**src/design/grid_maze_dfs_solver_top_defines.svh**
```systemverilog
// assertion helpers, clocked on clock, disabled during reset
`ifndef GRID_MAZE_DFS_SOLVER_TOP_DEFINES_SVH
`define GRID_MAZE_DFS_SOLVER_TOP_DEFINES_SVH

// same-cycle implication
`define GMDS_ASSERT_SAME(label, ante, cons, msg) \
   label: assert property (@(posedge clock) disable iff (reset) (ante) |-> (cons)) \
      else $error(msg);

// next-cycle implication
`define GMDS_ASSERT_NEXT(label, ante, cons, msg) \
   label: assert property (@(posedge clock) disable iff (reset) (ante) |=> (cons)) \
      else $error(msg);

`endif

```
**src/design/gmds_ram.sv**
```systemverilog
module gmds_ram #(
   parameter int WIDTH = 8,
   parameter int DEPTH = 16
) (
   input  logic                     clock,
   input  logic                     wr_en,
   input  logic [$clog2(DEPTH)-1:0] wr_addr,
   input  logic [WIDTH-1:0]         wr_data,
   input  logic [$clog2(DEPTH)-1:0] rd_addr,
   output logic [WIDTH-1:0]         rd_data
);

   logic [WIDTH-1:0] mem [DEPTH];

   always_ff @(posedge clock) begin
      if (wr_en) begin
         mem[wr_addr] <= wr_data;
      end
      rd_data <= mem[rd_addr];
   end

endmodule

```
**config.mk**
```make
export PLATFORM = sky130hd
export DESIGN_NAME = gmds_ram
export DESIGN_NICKNAME = d
export VERILOG_FILES = /design/src/design/grid_maze_dfs_solver_top_defines.svh /design/src/design/gmds_ram.sv
export SDC_FILE = /design/constraint.sdc
export NUM_CORES = 1
export LEC_CHECK = 0
export BUFFER_PORTS_ARGS = -buffer_cell sky130_fd_sc_hd__buf_2
export CAP_MARGIN = 0
export CORE_UTILIZATION = 60
export DETAILED_ROUTE_END_ITERATION = 12
export PLACE_DENSITY_LB_ADDON = 0.08
export SETUP_SLACK_MARGIN = 0.4
export SYNTH_ARGS = -nofsm -noshare
export SYNTH_HDL_FRONTEND = slang
export SYNTH_SLANG_ARGS = --single-unit
```
**constraint.sdc**
```tcl
create_clock -name clock -period 2.45 [get_ports clock]
set_clock_uncertainty 0.15 [all_clocks]
set_input_delay 0.49 -clock clock [delete_from_list [all_inputs] [get_ports clock]]
set_output_delay 0.49 -clock clock [all_outputs]
set_load 0.02 [all_outputs]
```
==> flow_metrics.env, run 1 <==
export IMPL_maxSlewHeadroom=0.570
export IMPL_finalHoldViolations=0
export IMPL_synth_warnings=0
export IMPL_maxCapViolCount=0
export IMPL_yosysSeqAreaShare=0.778
export IMPL_grt_max_degree=33
export IMPL_final_cell_mix="edfxtp_1 (128), buf_2 (25), mux4_2 (18)"
export IMPL_start_util=0.623
export IMPL_grt_pass1_wl_um=14000
export IMPL_p_comb_frac=0.046
export IMPL_route_top_layer_used="met4"
export IMPL_finalNetCount=300
export IMPL_fp_dieW_um=94.6
export IMPL_root_buffer="clkbuf_8"
export IMPL_core_area_um2=8260
export IMPL_overflow=0
export IMPL_pin_count=26
export IMPL_setup_ws_ns=0.760
export IMPL_grt_use_total=0.237
export IMPL_place_port_buffers=25
export IMPL_rows=33
export IMPL_ys_seq_elements=136
export IMPL_vdd_ir_drop_max_mv=0.539
export IMPL_wl_met3_um=596
export IMPL_drtIter0Drc=128
export IMPL_clk_pin_slew_ns=0.06
export IMPL_slowest_delay_ns=0.36
export IMPL_met1_length_um=3780
export IMPL_start_kind="flop"
export IMPL_crit_fanout=1
export IMPL_cts_resized=0
export IMPL_regToRegSetupSlack_ns=0.92
export IMPL_h_tree_depth=4
export IMPL_syn_instance_count=229
export IMPL_wl_met2_um=4800
export IMPL_rsz0062_at_grt="no"
export IMPL_end_kind="output port"
export IMPL_ant_nets=0
export IMPL_place_ws_ns=0.361
export IMPL_drive_above_1_share=0.313
export IMPL_slew_violations=0
export IMPL_slowest_stage="dfxtp_1"
export IMPL_post_cts_setup_buffers=0
export IMPL_wl_per_cell_um=23.4
export IMPL_max_freq_mhz=592
export IMPL_worstSetupPathType="flop to output port"
export IMPL_p_int_mw=4.45
export IMPL_cp_cell_sequence="buf_2"
export IMPL_p_seq_frac=0.476
export IMPL_dp_hpwl_um=5440
export IMPL_dr_pass1_iters=4
export IMPL_p_clk_frac=0.478
export IMPL_dieHeight_um=94.6
export IMPL_ctsHoldBuffers=0
export IMPL_antenna_cells=0
export IMPL_via_per_inst=6.05
export IMPL_netlist_area_um2=5150
export IMPL_place_congestion=0.700
export IMPL_finalSetupTns_ns=0
export IMPL_outcome="completed"
export IMPL_die_area_um2=8950
export IMPL_fin_crit_sh=0.690
export IMPL_crit_buf_inv=1
export IMPL_syn2layout_area_growth_pct=18.7
export IMPL_clk_insertion_delay_late_ns=0.51
export IMPL_final_setup_viol_count=0
export IMPL_leakage_nw=2.10
export IMPL_mostFrequentLayoutCell="edfxtp_1"
export IMPL_tightest_slew_ns=0.644
export IMPL_grt_pass1_vias=2468
export IMPL_power_density_nw_per_um2=899
export IMPL_fin_crit_ns=1.69
export IMPL_utilization=0.740
export IMPL_numCtsBuffers=17
export IMPL_cts_sinks=136
export IMPL_num_vias=2415
export IMPL_required_ns=1.81
export IMPL_synth_cell_types=19
export IMPL_switching_power_mw=1.05
export IMPL_finalWirelength_um=9320
export IMPL_swShare=0.191
export IMPL_crit_family="flip-flops"
export IMPL_hold_slack_ns=0.212
export IMPL_synth_area_per_cell_um2=22.5
export IMPL_cp_data_arrival_time_ns=1.05
export IMPL_cts_buffer_depth=2
export IMPL_hold_path_class="input pin to flop"
export IMPL_cts_tree="yes"
export IMPL_antenna_found_initial=0
export IMPL_syn_nets=247
export IMPL_drc=0
[state kept, by name, summed over array words and instances (netlist names)]
name / cells
mem: 128
rd_data: 8
[final timing paths]
path                                 start          to  cells after the start
worst max-delay path            rd_data[6]  rd_data[6]                      1
worst min-delay path            wr_data[4]   mem[0][4]                      1
worst max register to register   mem[9][5]  rd_data[5]                      3
worst min register to register  mem[11][1]  rd_data[1]                      3
[final cells by class]
type | instances | area [um2]
Clock buffer | 18 | 418
Timing Repair Buffer | 44 | 293
Sequential cell | 136 | 4000
Tap cell | 105 | 131
Multi-Input combinational cell | 83 | 1060
Fill cell | 474 | 2150
Clock inverter | 13 | 204
[power groups by stage]
stage               Clock [mW]  Sequential [mW]  Combinational, mW
floorplan                    0             2.68              0.132
global placement             0             2.66              0.249
detailed placement           0             2.67              0.254
CTS                       2.66             2.62              0.258
global route              2.76             2.62              0.272
finish                    2.63             2.62              0.253
[worst register-to-register path: stages (launching register included)]
cell and delay [ns]:
edfxtp_1 0.39, mux4_1 0.56, a22oi_1 0.23, nand2_1 0.09
[through the flow]
step	cells	instance area (um2)	total power, mW
5_1_grt	399	6110	5.65
6_report	399	6110	5.50
3_5_place_dp	368	5490	2.92
4_1_cts	399	6110	5.54
2_1_floorplan	229	5150	2.81
3_3_place_gp	368	5490	2.91
[cells in the mapped netlist (all sizes together)]
master | n | area share
nand2b | 2 | 0.0024
nand3 | 1 | 0.00097
buf | 7 | 0.011
nand2 | 9 | 0.0066
or3b | 1 | 0.0017
mux4 | 32 | 0.15
dfxtp | 8 | 0.031
and2 | 1 | 0.0012
a22oi | 16 | 0.023
nand3b | 2 | 0.0029
clkdlybuf4s25 | 3 | 0.0058
nor3 | 4 | 0.0039
edfxtp | 128 | 0.75
nor2 | 13 | 0.0095
and2b | 1 | 0.0015
nor2b | 1 | 0.0012
[routing by layer]
metal	track usage	vias up
met3	0.0564	15
met5	0	-
met4	0.122	0
li1	-	1081
met2	0.366	91
met1	0.320	1228
[cells by family (layout without fill, tap and decap cells)]
logic type,Yosys count,after routing,share of synthesized area
buffers and inverters,10,75,0.0168
AND/OR/NAND/NOR,35,35,0.0318
flip-flops,136,136,0.778
AO/OA/AOI/OAI,16,16,0.0233
multiplexers,32,32,0.150
No activity file was read; power rests on OpenSTA's default activity.
==> run 2, diff against run 1 <==
==> constraint.sdc (replaced) <==
create_clock -name clock -period 1.6 [get_ports clock]
set_clock_uncertainty 0.15 [all_clocks]
set_input_delay 0.32 -clock clock [delete_from_list [all_inputs] [get_ports clock]]
set_output_delay 0.32 -clock clock [all_outputs]
set_load 0.02 [all_outputs]
==> run 2 against run 1 <==
Effect of this change:
- clock-buffer cell count up 1
- global-route usage up 1.4 points
- via count up 0.21%
- critical path type unchanged
- critical endpoint is now rd_data[2]
==> flow_metrics.env, run 2 (synthesis results as in run 1) <==
export IMPL_outcome="completed"
export IMPL_cp_data_arrival_time_ns=0.99
export IMPL_clk_pin_slew_ns=0.06
export IMPL_mostFrequentLayoutCell="edfxtp_1"
export IMPL_tightest_slew_ns=0.912
export IMPL_via_per_inst=5.92
export IMPL_dp_cells=376
export IMPL_maxCapViolCount=0
export IMPL_hold_path_class="input pin to flop"
export IMPL_dp_hpwl_um=6190
export IMPL_worstSetupPathType="flop to output port"
export IMPL_antenna_found_initial=2
export IMPL_vdd_ir_drop_max_mv=0.712
export IMPL_final_setup_viol_count=0
export IMPL_num_vias=2420
export IMPL_slowest_stage="dfxtp_2"
export IMPL_ant_nets=0
export IMPL_grt_pass1_vias=2536
export IMPL_root_buffer="clkbuf_8"
export IMPL_syn2layout_area_growth_pct=25.5
export IMPL_core_area_um2=8260
export IMPL_rsz0062_at_grt="yes"
export IMPL_leakage_nw=2.13
export IMPL_switching_power_mw=1.71
export IMPL_drive_above_1_share=0.500
export IMPL_finalNetCount=308
export IMPL_power_density_nw_per_um2=1260
export IMPL_end_kind="output port"
export IMPL_post_cts_setup_buffers=0
export IMPL_finalWirelength_um=9840
export IMPL_required_ns=1.13
export IMPL_largest_reg_flops=128
export IMPL_grt_max_degree=17
export IMPL_overflow=0
export IMPL_num_fill_cells=441
export IMPL_r2r_cells=4
export IMPL_drc=0
export IMPL_place_congestion=0.695
export IMPL_wl_per_cell_um=24.1
export IMPL_cts_tree="yes"
export IMPL_die_area_um2=8950
export IMPL_crit_buf_inv=1
export IMPL_fp_dieW_um=94.6
export IMPL_cp_cell_sequence="buf_6"
export IMPL_start_kind="flop"
export IMPL_final_cell_mix="edfxtp_1 (128), mux4_2 (31), buf_2 (17)"
export IMPL_hold_depth=1
export IMPL_cts_sinks=136
export IMPL_swShare=0.210
export IMPL_slew_violations=0
export IMPL_final_area_um2=6460
export IMPL_max_freq_mhz=683
export IMPL_slowest_delay_ns=0.36
export IMPL_crit_fanout=1
export IMPL_h_tree_depth=4
export IMPL_rows=33
export IMPL_grt_pass1_wl_um=14600
export IMPL_drtIter0Drc=110
export IMPL_dpl_cell_area_um2=5790
export IMPL_dr_pass1_iters=5
export IMPL_stdcell_count=409
export IMPL_p_clk_frac=0.442
export IMPL_ctsHoldBuffers=0
export IMPL_crit_family="flip-flops"
export IMPL_top_regs="mem (128), rd_data (8)"
export IMPL_numCtsBuffers=17
export IMPL_place_port_buffers=25
export IMPL_fin_crit_ns=1.46
export IMPL_dieHeight_um=94.6
export IMPL_cts_buffer_depth=2
export IMPL_p_comb_frac=0.063
export IMPL_grt_use_total=0.251
export IMPL_finalSetupTns_ns=0
export IMPL_start_util=0.623
export IMPL_p_int_mw=6.43
export IMPL_pin_count=26
export IMPL_p_seq_frac=0.494
export IMPL_maxSlewHeadroom=0.390
export IMPL_finalHoldViolations=0
export IMPL_worst_path_stages=1
export IMPL_clk_insertion_delay_late_ns=0.52
export IMPL_top_register="mem"
export IMPL_fin_crit_sh=0.915
-- run 2: final cells by class --
cell class / instances / area, um2 / area share
Antenna cell: 2 / 5.00 / 0.000774
Clock buffer: 19 / 422 / 0.0652
Clock inverter: 12 / 129 / 0.0199
Multi-Input combinational cell: 83 / 1210 / 0.187
Sequential cell: 136 / 4010 / 0.621
Tap cell: 105 / 131 / 0.0203
Timing Repair Buffer: 52 / 553 / 0.0856
-- run 2: metrics by stage --
| step | hold slack, ns | power [mW] | worst slack (ns) | util |
|---|---|---|---|---|
| global placement | 0.499 | 4.54 | -0.296 | 0.701 |
| CTS | 0.0199 | 8.19 | 0.116 | 0.781 |
| global route | 0.0281 | 8.37 | 0.108 | 0.782 |
| floorplan | 0.269 | 4.34 | 0.0270 | - |
| detailed placement | 0.512 | 4.56 | -0.295 | 0.701 |
| finish | 0.0358 | 8.14 | 0.135 | 0.783 |
-- run 2: repair_timing --
item / 4_1_cts / 5_1_grt
hold endpoints to repair: 0 / 0
cloned: 0 / 0
setup endpoints to repair: 16 / 16
resized for setup: 34 / 2
pin swaps: 0 / 3
-- run 2: path summary, 6_finish.rpt --
| check | startpoint | to | slack (ns) |
|---|---|---|---|
| hold reg to reg | mem[12][2] | rd_data[2] | 0.52 |
| setup reg to reg | mem[10][3] | rd_data[3] | 0.17 |
| hold / removal | wr_data[7] | mem[8][7] | 0.04 |
| setup / recovery | rd_data[2] | rd_data[2] | 0.14 |
-- run 2: per-layer routing --
layer	track usage	wire length, um	vias to the layer above
met1	0.319	3760	1238
met4	0.104	152	0
li1	-	-	1084
met2	0.404	5180	84
met5	0	0	-
met3	0.0781	752	14
-- run 2: power by group through the flow --
stage               Sequential (mW)  Clock [mW]  Combinational, mW
floorplan                      4.10           0              0.241
CTS                            4.02        3.64              0.522
global placement               4.08           0              0.463
finish                         4.02        3.60              0.516
detailed placement             4.08           0              0.473
global route                   4.03        3.80              0.549
